### src/rtl/core/cslc_pkg.sv
package cslc_pkg;

    localparam int CFG_IDX_W = 3;
    localparam int CFG_DATA_W = 13;
    localparam int TICK_W = 7;
    localparam int MV_W = 13;
    localparam int BLINK_W = 3;
    localparam int PIN_W = 3;

    localparam int MV_STEP = 20;
    localparam int MV_BASE = 2304;

    localparam logic OP_POLL = 1'b0;
    localparam logic OP_TICK = 1'b1;

    localparam logic [CFG_IDX_W-1:0] REG_PERIOD_TICKS = 3'd0;
    localparam logic [CFG_IDX_W-1:0] REG_ON_TICKS = 3'd1;
    localparam logic [CFG_IDX_W-1:0] REG_LEVEL2_MV = 3'd2;
    localparam logic [CFG_IDX_W-1:0] REG_LEVEL3_MV = 3'd3;
    localparam logic [CFG_IDX_W-1:0] REG_LEVEL4_MV = 3'd4;

    localparam logic [TICK_W-1:0] PERIOD_TICKS_RST = 7'd110;
    localparam logic [TICK_W-1:0] ON_TICKS_RST = 7'd50;
    localparam logic [MV_W-1:0] LEVEL2_MV_RST = 13'd3800;
    localparam logic [MV_W-1:0] LEVEL3_MV_RST = 13'd4000;
    localparam logic [MV_W-1:0] LEVEL4_MV_RST = 13'd4200;

    localparam logic [PIN_W-1:0] BLUE_BIT = 3'b001;
    localparam logic [PIN_W-1:0] GREEN_BIT = 3'b010;
    localparam logic [PIN_W-1:0] RED_BIT = 3'b100;
    localparam logic [PIN_W-1:0] ALL_DARK = 3'b111;
    localparam logic [PIN_W-1:0] NO_LED = 3'b000;

    localparam logic [7:0] PWR_GOOD_MASK = 8'h04;
    localparam logic [1:0] CHG_DONE = 2'b11;
    localparam logic [7:0] FAULT_NONE = 8'h00;
    localparam logic [7:0] FAULT_COLD = 8'h01;

    typedef struct packed {
        logic [TICK_W-1:0] period_ticks;
        logic [TICK_W-1:0] on_ticks;
        logic [MV_W-1:0]   level2_mv;
        logic [MV_W-1:0]   level3_mv;
        logic [MV_W-1:0]   level4_mv;
    } cfg_t;

    typedef struct packed {
        logic [PIN_W-1:0] led_pins;
        logic             power_led;
        logic             level_showing;
    } result_t;

endpackage

### src/rtl/core/cslc_regs.sv
module cslc_regs
    import cslc_pkg::*;
(
    input  logic                  clk,
    input  logic                  rst_n,
    input  logic                  cfg_we,
    input  logic [CFG_IDX_W-1:0]  cfg_index,
    input  logic [CFG_DATA_W-1:0] cfg_data,
    output cfg_t                  cfg
);

    cfg_t cfg_reg;

    always_ff @(posedge clk or negedge rst_n)
    begin
        if (!rst_n)
        begin
            cfg_reg.period_ticks <= PERIOD_TICKS_RST;
            cfg_reg.on_ticks     <= ON_TICKS_RST;
            cfg_reg.level2_mv    <= LEVEL2_MV_RST;
            cfg_reg.level3_mv    <= LEVEL3_MV_RST;
            cfg_reg.level4_mv    <= LEVEL4_MV_RST;
        end
        else if (cfg_we)
        begin
            unique case (cfg_index)
                REG_PERIOD_TICKS: cfg_reg.period_ticks <= cfg_data[TICK_W-1:0];
                REG_ON_TICKS:     cfg_reg.on_ticks <= cfg_data[TICK_W-1:0];
                REG_LEVEL2_MV:    cfg_reg.level2_mv <= cfg_data[MV_W-1:0];
                REG_LEVEL3_MV:    cfg_reg.level3_mv <= cfg_data[MV_W-1:0];
                REG_LEVEL4_MV:    cfg_reg.level4_mv <= cfg_data[MV_W-1:0];
                default:          ;
            endcase
        end
    end

    assign cfg = cfg_reg;

endmodule

### src/rtl/core/cslc_core.sv
module cslc_core
    import cslc_pkg::*;
#(
    parameter int ADC_BITS = 7
)
(
    input  logic                clk,
    input  logic                rst_n,
    input  logic                accept,
    input  logic                op,
    input  logic [7:0]          charger_status,
    input  logic [7:0]          fault_code,
    input  logic [ADC_BITS-1:0] battery_code,
    input  cfg_t                cfg,
    output result_t             result
);

    localparam int MV_MAX = ((1 << ADC_BITS) - 1) * MV_STEP + MV_BASE;
    localparam int ADC_MV_W = $clog2(MV_MAX + 1);
    localparam int CMP_W = (ADC_MV_W > MV_W) ? ADC_MV_W : MV_W;

    logic [TICK_W-1:0]  tick_count_reg, tick_count_next;
    logic               show_request_reg, show_request_next;
    logic [BLINK_W-1:0] blinks_left_reg, blinks_left_next;
    logic [PIN_W-1:0]   status_mask_reg, status_mask_next;
    logic               flash_mode_reg, flash_mode_next;
    logic               power_on_reg, power_on_next;
    logic               fault_now_reg, fault_now_next;
    logic               fault_before_reg, fault_before_next;
    logic               started_reg, started_next;
    logic [PIN_W-1:0]   pin_levels_reg, pin_levels_next;

    logic [CMP_W-1:0]   mv;
    logic [BLINK_W-1:0] level;
    logic [TICK_W:0]    tick_inc;
    logic               pg;

    assign mv = CMP_W'(battery_code) * CMP_W'(MV_STEP) + CMP_W'(MV_BASE);
    assign pg = (charger_status & PWR_GOOD_MASK) != 8'h00;

    always_comb
    begin
        level = BLINK_W'(1);
        if (mv > CMP_W'(cfg.level2_mv)) level = BLINK_W'(2);
        if (mv > CMP_W'(cfg.level3_mv)) level = BLINK_W'(3);
        if (mv > CMP_W'(cfg.level4_mv)) level = BLINK_W'(4);
    end

    always_comb
    begin
        tick_count_next   = tick_count_reg;
        show_request_next = show_request_reg;
        blinks_left_next  = blinks_left_reg;
        status_mask_next  = status_mask_reg;
        flash_mode_next   = flash_mode_reg;
        power_on_next     = power_on_reg;
        fault_now_next    = fault_now_reg;
        fault_before_next = fault_before_reg;
        started_next      = started_reg;
        pin_levels_next   = pin_levels_reg;
        tick_inc          = {1'b0, tick_count_reg} + (TICK_W+1)'(1);

        unique case (op)
            OP_POLL:
            begin
                power_on_next = pg;
                if (pg)
                begin
                    if (fault_code == FAULT_NONE)
                    begin
                        status_mask_next = GREEN_BIT;
                        flash_mode_next  = charger_status[4:3] != CHG_DONE;
                    end
                    else if (fault_code == FAULT_COLD && battery_code == '0)
                    begin
                        status_mask_next = NO_LED;
                        flash_mode_next  = 1'b0;
                    end
                    else
                    begin
                        status_mask_next = RED_BIT;
                        flash_mode_next  = 1'b0;
                    end
                end
                fault_before_next = fault_now_reg;
                fault_now_next    = fault_code[0];
                if ((!fault_code[0] && fault_now_reg) ||
                    (!started_reg && fault_code == FAULT_NONE && pg))
                begin
                    started_next      = 1'b1;
                    show_request_next = 1'b1;
                    tick_count_next   = '0;
                end
            end
            OP_TICK:
            begin
                if (tick_inc >= {1'b0, cfg.period_ticks})
                begin
                    tick_inc = '0;
                    if (show_request_reg)
                    begin
                        blinks_left_next  = level;
                        show_request_next = 1'b0;
                    end
                    if (blinks_left_next != '0)
                        blinks_left_next = blinks_left_next - BLINK_W'(1);
                end
                tick_count_next = tick_inc[TICK_W-1:0];
                if (!show_request_next && blinks_left_next == '0)
                begin
                    if (flash_mode_reg && tick_count_next >= cfg.on_ticks)
                        pin_levels_next = ALL_DARK;
                    else
                        pin_levels_next = ALL_DARK & ~status_mask_reg;
                end
                else
                begin
                    pin_levels_next = (tick_count_next < cfg.on_ticks) ?
                                      (ALL_DARK & ~BLUE_BIT) : ALL_DARK;
                end
            end
            default: ;
        endcase
    end

    always_ff @(posedge clk or negedge rst_n)
    begin
        if (!rst_n)
        begin
            tick_count_reg   <= '0;
            show_request_reg <= 1'b0;
            blinks_left_reg  <= '0;
            status_mask_reg  <= NO_LED;
            flash_mode_reg   <= 1'b0;
            power_on_reg     <= 1'b0;
            fault_now_reg    <= 1'b0;
            fault_before_reg <= 1'b0;
            started_reg      <= 1'b0;
            pin_levels_reg   <= ALL_DARK;
        end
        else if (accept)
        begin
            tick_count_reg   <= tick_count_next;
            show_request_reg <= show_request_next;
            blinks_left_reg  <= blinks_left_next;
            status_mask_reg  <= status_mask_next;
            flash_mode_reg   <= flash_mode_next;
            power_on_reg     <= power_on_next;
            fault_now_reg    <= fault_now_next;
            fault_before_reg <= fault_before_next;
            started_reg      <= started_next;
            pin_levels_reg   <= pin_levels_next;
        end
    end

    assign result.led_pins      = pin_levels_next;
    assign result.power_led     = power_on_next;
    assign result.level_showing = show_request_next || (blinks_left_next != '0);

    // blink count is decremented on the same wrap that loads it
    a_blinks_max: assert property (@(posedge clk) disable iff (!rst_n)
        blinks_left_reg <= BLINK_W'(3))
        else $error("blink count above three");

    a_pins_hold_on_poll: assert property (@(posedge clk) disable iff (!rst_n)
        accept && op == OP_POLL |=> $stable(pin_levels_reg))
        else $error("poll changed LED pins");

    a_request_needs_start: assert property (@(posedge clk) disable iff (!rst_n)
        show_request_reg |-> started_reg)
        else $error("level request without start");

    a_mask_onehot0: assert property (@(posedge clk) disable iff (!rst_n)
        $onehot0(status_mask_reg) && (status_mask_reg & BLUE_BIT) == NO_LED)
        else $error("bad status color");

endmodule

### src/rtl/core/cslc_outbuf.sv
module cslc_outbuf
    import cslc_pkg::*;
(
    input  logic    clk,
    input  logic    rst_n,
    input  logic    push,
    input  result_t push_data,
    output logic    full,
    output logic    out_valid,
    input  logic    out_stall,
    output result_t out_data
);

    logic    head_valid_reg, head_valid_next;
    logic    skid_valid_reg, skid_valid_next;
    result_t head_reg, head_next;
    result_t skid_reg, skid_next;
    logic    pop;

    assign pop = head_valid_reg && !out_stall;

    always_comb
    begin
        head_valid_next = head_valid_reg;
        skid_valid_next = skid_valid_reg;
        head_next       = head_reg;
        skid_next       = skid_reg;
        if (!head_valid_reg)
        begin
            head_valid_next = push;
            head_next       = push_data;
        end
        else if (pop)
        begin
            if (skid_valid_reg)
            begin
                head_next       = skid_reg;
                skid_valid_next = push;
                skid_next       = push_data;
            end
            else
            begin
                head_valid_next = push;
                head_next       = push_data;
            end
        end
        else if (push)
        begin
            skid_valid_next = 1'b1;
            skid_next       = push_data;
        end
    end

    always_ff @(posedge clk or negedge rst_n)
    begin
        if (!rst_n)
        begin
            head_valid_reg <= 1'b0;
            skid_valid_reg <= 1'b0;
        end
        else
        begin
            head_valid_reg <= head_valid_next;
            skid_valid_reg <= skid_valid_next;
        end
    end

    always_ff @(posedge clk)
    begin
        head_reg <= head_next;
        skid_reg <= skid_next;
    end

    assign full      = skid_valid_reg;
    assign out_valid = head_valid_reg;
    assign out_data  = head_reg;

    a_skid_implies_head: assert property (@(posedge clk) disable iff (!rst_n)
        skid_valid_reg |-> head_valid_reg)
        else $error("skid entry without head entry");

    a_no_push_when_full: assert property (@(posedge clk) disable iff (!rst_n)
        full |-> !push)
        else $error("transaction pushed into full buffer");

    a_head_holds: assert property (@(posedge clk) disable iff (!rst_n)
        head_valid_reg && out_stall |=> head_valid_reg && $stable(head_reg))
        else $error("stalled result changed");

endmodule

### src/rtl/core/charger_status_led_controller.sv
// Charger status LED controller.
// Input channel (in_valid/in_stall) carries one transaction per poll sample
// (op=0: charger_status, fault_code, battery_code) or timer tick (op=1).
// Every input transaction yields exactly one output transaction
// (out_valid/out_stall) with led_pins (active low blue/green/red),
// power_led and level_showing, in input order.
// Configuration: cfg_we writes cfg_data to register cfg_index
// (0 period_ticks, 1 on_ticks, 2..4 level2/3/4_mv); other indexes ignored.
// Each result is registered in the output buffer before it is presented.
// Throughput: one transaction per cycle while in_stall is low; the controller
// state updates once per accepted transaction and a two-entry output buffer
// decouples the channels.
// Output stall: results queue in the buffer; in_stall rises only once both
// entries are held.
// Reset: LEDs dark, power LED off, counters and requests cleared, registers
// at their defaults (110, 50, 3800, 4000, 4200).
module charger_status_led_controller
    import cslc_pkg::*;
#(
    parameter int ADC_BITS = 7
)
(
    input  logic                  clk,
    input  logic                  rst_n,
    input  logic                  in_valid,
    output logic                  in_stall,
    input  logic                  op,
    input  logic [7:0]            charger_status,
    input  logic [7:0]            fault_code,
    input  logic [ADC_BITS-1:0]   battery_code,
    output logic                  out_valid,
    input  logic                  out_stall,
    output logic [PIN_W-1:0]      led_pins,
    output logic                  power_led,
    output logic                  level_showing,
    input  logic                  cfg_we,
    input  logic [CFG_IDX_W-1:0]  cfg_index,
    input  logic [CFG_DATA_W-1:0] cfg_data
);

    cfg_t    cfg;
    result_t core_result;
    result_t out_data;
    logic    accept;
    logic    full;

    assign in_stall = full;
    assign accept   = in_valid && !full;

    cslc_regs u_regs (
        .clk       (clk),
        .rst_n     (rst_n),
        .cfg_we    (cfg_we),
        .cfg_index (cfg_index),
        .cfg_data  (cfg_data),
        .cfg       (cfg)
    );

    cslc_core #(
        .ADC_BITS (ADC_BITS)
    ) u_core (
        .clk            (clk),
        .rst_n          (rst_n),
        .accept         (accept),
        .op             (op),
        .charger_status (charger_status),
        .fault_code     (fault_code),
        .battery_code   (battery_code),
        .cfg            (cfg),
        .result         (core_result)
    );

    cslc_outbuf u_outbuf (
        .clk       (clk),
        .rst_n     (rst_n),
        .push      (accept),
        .push_data (core_result),
        .full      (full),
        .out_valid (out_valid),
        .out_stall (out_stall),
        .out_data  (out_data)
    );

    assign led_pins      = out_data.led_pins;
    assign power_led     = out_data.power_led;
    assign level_showing = out_data.level_showing;

endmodule

### config.mk
export PLATFORM = sky130hd
export DESIGN_NAME = charger_status_led_controller
export DESIGN_NICKNAME = d
export VERILOG_FILES = /design/src/rtl/core/cslc_pkg.sv /design/src/rtl/core/cslc_regs.sv /design/src/rtl/core/cslc_core.sv /design/src/rtl/core/cslc_outbuf.sv /design/src/rtl/core/charger_status_led_controller.sv
export SDC_FILE = /design/constraint.sdc
export NUM_CORES = 1
export LEC_CHECK = 0
export ABC_AREA = 0
export BUFFER_PORTS_ARGS = -buffer_cell sky130_fd_sc_hd__buf_2
export CAP_MARGIN = 40
export CORE_MARGIN = 4
export CORE_UTILIZATION = 64
export DETAILED_ROUTE_END_ITERATION = 8
export PLACE_DENSITY = 0.89
export SYNTH_ARGS = -nofsm -noshare
export SYNTH_HDL_FRONTEND = slang
export SYNTH_SLANG_ARGS = --single-unit
### constraint.sdc
create_clock -name clk -period 8.82 [get_ports clk]
set_input_delay 0.882 -clock clk [delete_from_list [all_inputs] [get_ports clk]]
set_output_delay 0.882 -clock clk [all_outputs]
set_load 0.02 [all_outputs]
---- Word level (Yosys, flattened, before mapping) ----
Cells that the tools add are included.
word-level totals
  input port bits ......................... 45
  bits in latches ......................... 0
  bits in read-only memories .............. 0
  flip-flop bits (word level) ............. 86
  memory bits (writable) .................. 0
  memories kept ........................... 0
cells by class
  bitwise logic cells ..................... 2
  $add $sub $neg .......................... 3
  multiplexer cells ....................... 38
  eq/ne operators ......................... 9
  reductions and logical operators ........ 33
  div/mod/pow operators ................... 0
  multiply operators ...................... 1
  shift operators ......................... 0
  magnitude comparators ................... 6
operator list
  operator                                           count
  two-way mux 3 bit                                  14
  greater-than comparator 13 bit                     3
  two-way mux 5 bit                                  6
  two-way mux 7 bit                                  3
  AND reduction 2 bit                                8
  case mux 7 bit (2 select lines)                    1
  adder 12 x 12 -> 13 bit, second input constant     1
  two-way mux 1 bit                                  12
  multiplier 7 x 3 -> 10 bit, second input constant  1
  AND reduction 3 bit                                3
  adder 7 x 1 -> 8 bit, second input constant        1
  == test 8 x 1 -> 1 bit, second input constant      1
  >= comparator 8 x 7 -> 1 bit                       1
  logical AND 1 bit                                  8
  zero test 8 bit                                    1
  >= comparator 7 bit                                1
  zero test 7 bit                                    1
  less-than comparator 7 bit                         1
  == test 3 x 2 -> 1 bit, second input constant      2
  zero test 3 bit                                    2
  nonzero test 3 bit                                 2
  zero test 1 bit                                    5
  != test 2 x 1 -> 1 bit, second input constant      2
  != test 2 bit, second input constant               2
  other kinds (9)                                    10

---- Logic depth before layout (Yosys ltp) ----
Gate-level depths: netlist of run 1.
  depth in word-level cells ............... 20
  mapped depth ............................ 25

---- Cells and area by module ----
A second synthesis of run 1 with hierarchy kept.
unflattened totals
  cells, all modules ...................... 483
  area total of the unflattened synthesis .. 5,378.9 um2
modules (own cells, without submodules)
  module                         seq. area each (um2)  times used  cells an instance  area an instance (um2)
  cslc_core                      504.2                 1           341                2,757.6
  cslc_regs                      1,357.6               1           115                2,117.0
  cslc_outbuf                    350.3                 1           26                 490.5
  charger_status_led_controller  0.0                   1           1                  13.8

---- Worst setup path before layout of run 1 ----
OpenSTA, ideal clock, no wires.
  path kind ............................... input to register
  start ................................... in battery_code[1]
  end ..................................... reg u_outbuf.head_reg (netlist bit u_outbuf.out_data[0]) (data pin)
  slack ................................... 3.247 ns
  arrival time ............................ 5.303 ns
  setup time .............................. 0.271 ns
  stages on the path ...................... 22
  cells stage by stage .................... ha_1 ha_1 fa_1 a21oi_1 nor2_1 nor2_1 xnor2_1 ha_1 xor2_1 ha_1 a211oi_1 nor2_1 a2111oi_2 nor3_1 a21o_1 ha_1 ha_1 a211o_1 a211oi_2 a211oi_2 o32ai_1 a31oi_1
RTL lines
  what                  line                                 RTL
  from (decl)           charger_status_led_controller.sv:30  input logic [ADC_BITS-1:0] battery_code,
  to (signal assigned)  cslc_outbuf.sv:70                    head_reg <= head_next;
  to (decl)             cslc_outbuf.sv:16                    result_t head_reg, head_next;

==> results.cfg, run 1 <==
[final_layout]
n_antenna_cell = 0
largest_reg_flops = 53
syn_to_final_growth_pct = 10.7
layout-drive-gt1-share_pct = 22.0
nNetsFinal = 695
final_cells = 694

[power]
pwr_density_cell_nw_per_um2 = 253
finalPower_mw = 1.46
pwr-share-seq_pct = 39.4
power_frac_clock_pct = 19.0
leakagePower_nw = 2.70
sw_frac_of_total_pct = 39.8
ir_drop_v = 0.000126
switching_power_mw = 0.580
intPower_mw = 0.878
comb_power_share_pct = 41.5

[route]
antenna_left = 0
vias_per_cell = 6.02
drc = 0
dr.pass1.iters = 8
vias = 4181
wirelength_um = 11500
wl_per_cell_um = 16.5
drt_iter0_drc = 201

[sta]
hold-worst-slack_ns = 0.474
finalSetupViolations = 0
rsz0062_at_grt = false
finClkSkew_ns = 0.00950
slew_violations = 0
fmax_ghz = 0.160
slew-limit-headroom_pct = 44.6
tightest_slew_ns = 0.831
timing.final.crit_period_ns = 6.25
finalSetupTns_ns = 0
hold_viol = 0
post-route-period-util_pct = 70.8

[synth]
synth-seq-cells = 85
yosysSeqAreaShare_pct = 42.5
async_reset_ff_share_pct = 88.2
yosysUniqueCellTypes = 54
synth_area_per_cell_um2 = 9.66
synth_area_um2 = 5210
syn_inst = 539
synth_edf_count = 10
synth_nets = 647
yosys_most_used_dff = dfrtp_1
yosysWarnings = 0

[floorplan]
die_area_um2 = 9640
initial_utilization_pct = 66.7
num_rows = 32
die_x_um = 98.2
ioPinCount = 52
core_area_um2 = 7810
die_height_um = 98.2

[clock_network]
hold_buffers = 0
post_cts_buffers = 0
numClockSinks = 85
clock-root-buffer = clkbuf_8
tritoncts = yes
cts_resized = 0
numCtsBuffers = 9
clk_pin_slew_ns = 0.10
worstSkewPairLatency_ns = 0.37
clk_path_buf_depth = 2
cts-htree-levels = 3

[place]
place_hpwl_um = 8650
port_buffers = 46
placed_cells_incl_taps = 678
place_congestion = 0.861

[global_routing]
grt_use_met3_pct = 4.64
grt.busiest_layer = met2
met1_usage_pct = 31.7
grt_max_degree = 54
grt_pass1_wl_um = 19800
gr-total-overflow = 0
grt_usage_pct = 25.2
grt_pass1_vias = 4357
antenna_found_initial = 0
grt_use_met2_pct = 43.2

[setup_path]
worst_setup_path_start_kind = input pin
critical_path_class = in2reg
crit_path_max_fanout = 5
critPathRequiredTime_ns = 8.93
crit_path_end_kind = register
cp.arrival_ns = 6.35

[min_path]
hp-class = reg2reg

[run_status]
run_status = complete, no violations

[run]
cap_violations = 0
-- critical path, cell delays in order --
cell	delay, ns
buf_2	0.12
ha_1	0.33
ha_1	0.31
a21o_1	0.15
a21oi_1	0.23
o21bai_1	0.09
a21oi_1	0.17
xnor2_1	0.14
nand3_1	0.13
o21ai_0	0.11
a221oi_1	0.61
ha_1	0.37
nand4_1	0.16
a211oi_2	0.07
a2111oi_2	0.39
nor3_1	0.14
a21o_1	0.25
ha_1	0.23
ha_1	0.23
a211o_1	0.30
a211oi_2	0.21
a211oi_2	0.12
nor3_1	0.46
o21ai_1	0.16
-- routing by layer --
layer	vias to the layer above	routed length [um]
li1	1998	-
met1	2019	4850
met2	141	5650
met3	23	745
met4	0	213
met5	-	0
-- final timing paths --
| kind | endpoint | cells after the start | startpoint | slack (ns) |
|---|---|---|---|---|
| max in group asynchronous | u_regs.cfg[5] | 3 | rst_n | 7.73 |
| worst max register to register | u_outbuf.out_data[4] | 17 | u_core.tick_count_reg[0] | 3.92 |
| worst min register to register | u_core.started_reg | 1 | u_core.started_reg | 0.47 |
| min in group asynchronous | u_regs.cfg[16] | 2 | rst_n | 0.48 |
| worst max-delay path | u_outbuf.out_data[4] | 24 | battery_code[2] | 2.57 |
| worst min-delay path | u_core.started_reg | 1 | u_core.started_reg | 0.47 |
-- cells in the final DEF, fill, tap and decap left out, types with 14 or more instances in the layout --
cell type	netlist	routed
inv_1	57	57
mux2_2	25	25
a21oi_1	21	21
nand2_1	62	62
buf_2	1	47
ha_1	62	62
dfstp_2	28	28
nor2_1	29	29
o21ai_0	55	55
dfrtp_1	47	47
nand3_1	14	14
-- kinds of logic (layout without fill, tap and decap cells) --
family,Yosys count,count (layout),share of synthesized area (%)
and+or+nand+nor,155,155,13.9
AOI/OAI and AO/OA,129,129,15.7
DFF,85,85,42.5
buffers and inverters,70,123,5.21
adders and majority gates,63,63,15.3
muxes,26,26,5.60
xor gates and xnor gates,11,11,1.85
-- layout make-up --
class | instances | area (um^2)
well taps | 102 | 128
clock buffers | 9 | 124
clock inverters | 7 | 78.8
repair buffers | 50 | 278
inverters | 57 | 214
multi-input cells | 384 | 2730
fillers | 542 | 2040
flip-flops and latches | 85 | 2210
-- synth_stat cells, types with 4 or more instances --
| master | number | area (um^2) |
|---|---|---|
| a211oi_1 | 6 | 45.0 |
| a21o_1 | 8 | 60.1 |
| a21oi_1 | 21 | 105 |
| a22o_1 | 5 | 43.8 |
| and3_1 | 10 | 62.6 |
| clkbuf_1 | 9 | 33.8 |
| dfrtp_1 | 47 | 1180 |
| dfstp_2 | 28 | 736 |
| edfxtp_1 | 10 | 300 |
| ha_1 | 62 | 776 |
| inv_1 | 57 | 214 |
| mux2_2 | 25 | 282 |
| nand2_1 | 62 | 233 |
| nand3_1 | 14 | 70.1 |
| nand4_1 | 9 | 56.3 |
| nor2_1 | 29 | 109 |
| nor2b_1 | 7 | 43.8 |
| nor3_1 | 11 | 55.1 |
| o21ai_0 | 55 | 275 |
| o21ai_1 | 5 | 25.0 |
| xnor2_1 | 7 | 61.3 |
| xor2_1 | 4 | 35.0 |
-- through the flow --
step                setup WS (ns)  utilization (%)  instance area (um^2)
floorplan                    3.25                -                  5210
finish                       2.57             73.8                  5760
global route                 2.21             73.8                  5760
detailed placement           2.32             71.2                  5560
CTS                          2.64             73.8                  5760
global placement             2.58             70.8                  5530
-- power by group through the flow --
stage / combinational [mW] / clock, mW / sequential (mW)
2_1_floorplan: 0.422 / 0 / 0.583
3_3_place_gp: 0.550 / 0 / 0.574
3_5_place_dp: 0.594 / 0 / 0.581
4_1_cts: 0.603 / 0.281 / 0.574
5_1_grt: 0.693 / 0.297 / 0.587
6_report: 0.605 / 0.278 / 0.575
No activity file was read; power rests on OpenSTA's default activity.
==> inputs of run 2 (changes only) <==
--- a/config.mk
+++ b/config.mk
@@ -5,13 +5,13 @@
 export SDC_FILE = /design/constraint.sdc
 export NUM_CORES = 1
 export LEC_CHECK = 0
-export ABC_AREA = 0
+export ABC_AREA = 1
 export BUFFER_PORTS_ARGS = -buffer_cell sky130_fd_sc_hd__buf_2
 export CAP_MARGIN = 40
 export CORE_MARGIN = 4
-export CORE_UTILIZATION = 64
+export CORE_UTILIZATION = 60
 export DETAILED_ROUTE_END_ITERATION = 8
-export PLACE_DENSITY = 0.89
+export PLACE_DENSITY = 0.85
 export SYNTH_ARGS = -nofsm -noshare
 export SYNTH_HDL_FRONTEND = slang
 export SYNTH_SLANG_ARGS = --single-unit
==> constraint.sdc (replaced) <==
create_clock -name clk -period 6.3 [get_ports clk]
set_input_delay 0.63 -clock clk [delete_from_list [all_inputs] [get_ports clk]]
set_output_delay 0.63 -clock clk [all_outputs]
set_load 0.02 [all_outputs]
==> run 2 against run 1 <==
Compared with the run above:
- non-clock buffer count down 1
- first-iteration DRC count rose by 4.5%
- register-to-register slack got worse by 1.7 ns
- combinational power up 80%
- clock skew increased by 0.00089 ns
- synthesized cell count rose by 27%
- largest cell class unchanged
- via count up 8.5%
- clock power is 57% higher
==> results.cfg, run 2 <==
[power]
leakagePower_nw = 3.21
pwr_density_cell_nw_per_um2 = 389
intPower_mw = 1.35
comb_power_share_pct = 46.8
sw_frac_of_total_pct = 42.0
ir_drop_v = 0.000210
switching_power_mw = 0.981
power_frac_clock_pct = 18.7
pwr-share-seq_pct = 34.5

[setup_path]
cp.arrival_ns = 5.16
worst_setup_path_start_kind = input pin
reg2reg_slack_ns = 2.21
critical_path_class = in2reg
crit_path_max_fanout = 5
rr_worst_depth = 23
r2r-end = u_outbuf.skid_reg[3]
critPathRequiredTime_ns = 6.42
worstSetupStartpoint = battery_code[1]
endpoint = u_outbuf.skid_reg[3]
rr_startpoint = u_core.tick_count_reg[0]
crit_path_end_kind = register

[clock_network]
numClockSinks = 85
numCtsBuffers = 9
clk_path_buf_depth = 2
cts-htree-levels = 3
post_cts_buffers = 0
clk_pin_slew_ns = 0.09
worstSkewPairLatency_ns = 0.35
clock-root-buffer = clkbuf_8
cts_resized = 0
hold_buffers = 0
tritoncts = yes

[synth]
yosysUniqueCellTypes = 39
yosys_most_used_dff = dfrtp_1
synth-seq-cells = 85
post-synth-top-count-cell = nand2_1
synth_area_per_cell_um2 = 7.90
synth_area_um2 = 5410
yosysSeqAreaShare_pct = 40.9
synth_edf_count = 10
yosys-top-cells-count = nand2_1, inv_1, o21ai_0
yosysWarnings = 0
synth_nets = 792
async_reset_ff_share_pct = 88.2
yosysTopAreaCellShare_pct = 21.8
yosys.area.top_type = dfrtp_1
synth_area_leaders = dfrtp_1, ha_1, dfstp_2, nand2_1, inv_1
syn_inst = 684

[floorplan]
die_x_um = 103
num_rows = 34
core_area_um2 = 8760
initial_utilization_pct = 61.7
die_area_um2 = 10600
ioPinCount = 52
die_height_um = 103

[global_routing]
grt_max_degree = 50
grt_pass1_vias = 4425
grt_pass1_wl_um = 19200
gr-total-overflow = 0
grt_usage_pct = 22.7
antenna_found_initial = 0

[sta]
finalSetupTns_ns = 0
tightest_slew_ns = 0.879
post-route-period-util_pct = 80.1
slew_violations = 0
hold_viol = 0
slew-limit-headroom_pct = 41.2
finClkSkew_ns = 0.0104
finalSetupViolations = 0
rsz0062_at_grt = false
fmax_ghz = 0.198
timing.final.crit_period_ns = 5.04

[final_layout]
syn_to_final_growth_pct = 11.2
layout-drive-gt1-share_pct = 14.6
final_core_util_pct = 68.6
nNetsFinal = 842
final_cells = 847
largest_reg_flops = 53
final_common_cell = nand2_1
mostFrequentLayoutCells = nand2_1, inv_1, o21ai_0, ha_1, dfrtp_1
n_antenna_cell = 0

[route]
drc = 0
dr.pass1.iters = 5
wl_per_cell_um = 13.1
vias_per_cell = 5.36
antenna_left = 0
drt_iter0_drc = 210
wirelength_um = 11100
vias = 4538

[place]
place_congestion = 0.944
port_buffers = 46
placed_cells_incl_taps = 831
place_hpwl_um = 8710

[run]
cap_violations = 0

[run_status]
run_status = complete, no violations

[min_path]
hp-class = in2async
## run 2: cell types whose count changed after synthesis, sizes merged, moves of 5 or more
| cell | delta |
|---|---|
| xnor2 | -5 |
| nor2 | +9 |
| a22o | -5 |
| o21ai | +11 |
| nor2b | -7 |
| mux2 | -25 |
| inv | +69 |
| nor3 | -7 |
| and3 | -10 |
| nand2 | +119 |
| a211oi | -9 |
| nand3 | +29 |
## run 2: cell type report
cell class              count  area, um^2
multi-input cells         462        2680
well taps                 108         135
clock inverters             7         101
clock buffers               9         124
flip-flops and latches     85        2210
inverters                 127         482
fillers                   686        2750
repair buffers             49         280
## run 2: cells by family after synthesis
logic type | after synthesis | synth area share, %
flops | 85 | 40.9
fa+ha+maj | 63 | 14.7
xor+xnor | 8 | 1.30
simple gates | 281 | 22.5
compound gates | 110 | 10.9
buf+inv | 137 | 9.60
## run 2: worst min-delay path by stage
stage,to,from
3_5_place_dp,u_core.started_reg,u_core.started_reg
3_3_place_gp,u_core.started_reg,u_core.started_reg
5_1_grt,u_regs.cfg[10],rst_n
2_1_floorplan,u_core.blinks_left_reg[0],rst_n
6_report,u_regs.cfg[34],rst_n
4_1_cts,u_regs.cfg[34],rst_n
## run 2: routing by layer
layer	track usage, %	routed length [um]	up-vias
li1	-	-	2303
met1	30.7	5110	2099
met2	38.0	5130	113
met3	3.18	603	23
met4	7.07	207	0
met5	0	0	-
## run 2: critical path, stage by stage
cell     delay [ns]
buf_2          0.15
ha_1           0.31
ha_1           0.23
fa_1           0.41
a31oi_1        0.28
xor2_1         0.28
ha_1           0.23
xnor2_1        0.13
inv_1          0.10
ha_1           0.29
nand2_1        0.05
nor2_1         0.17
nand3_1        0.12
a21oi_1        0.31
nand2_1        0.15
nand2_1        0.12
inv_1          0.05
ha_1           0.21
ha_1           0.24
inv_1          0.11
nand2_1        0.09
nand2_1        0.08
nand2_1        0.06
nand2_2        0.10
nand4_1        0.12
and2_1         0.16
## run 2: per-stage QoR
step | setup slack, ns | power, mW | cell area [um^2] | hold WS [ns]
3_5_place_dp | 0.904 | 1.89 | 5780 | 0.454
5_1_grt | 0.744 | 2.57 | 6010 | 0.315
6_report | 1.26 | 2.33 | 6010 | 0.279
2_1_floorplan | 1.68 | 1.63 | 5410 | 0.334
4_1_cts | 1.27 | 2.34 | 6010 | 0.278
3_3_place_gp | 1.11 | 1.83 | 5740 | 0.433
## run 2: power by group through the flow
stage | combinational (mW) | clock, mW | sequential [mW]
after floorplan | 0.805 | 0 | 0.823
after global placement | 1.02 | 0 | 0.807
after detailed placement | 1.08 | 0 | 0.813
after CTS | 1.09 | 0.446 | 0.804
after global routing | 1.28 | 0.469 | 0.820
final | 1.09 | 0.437 | 0.805
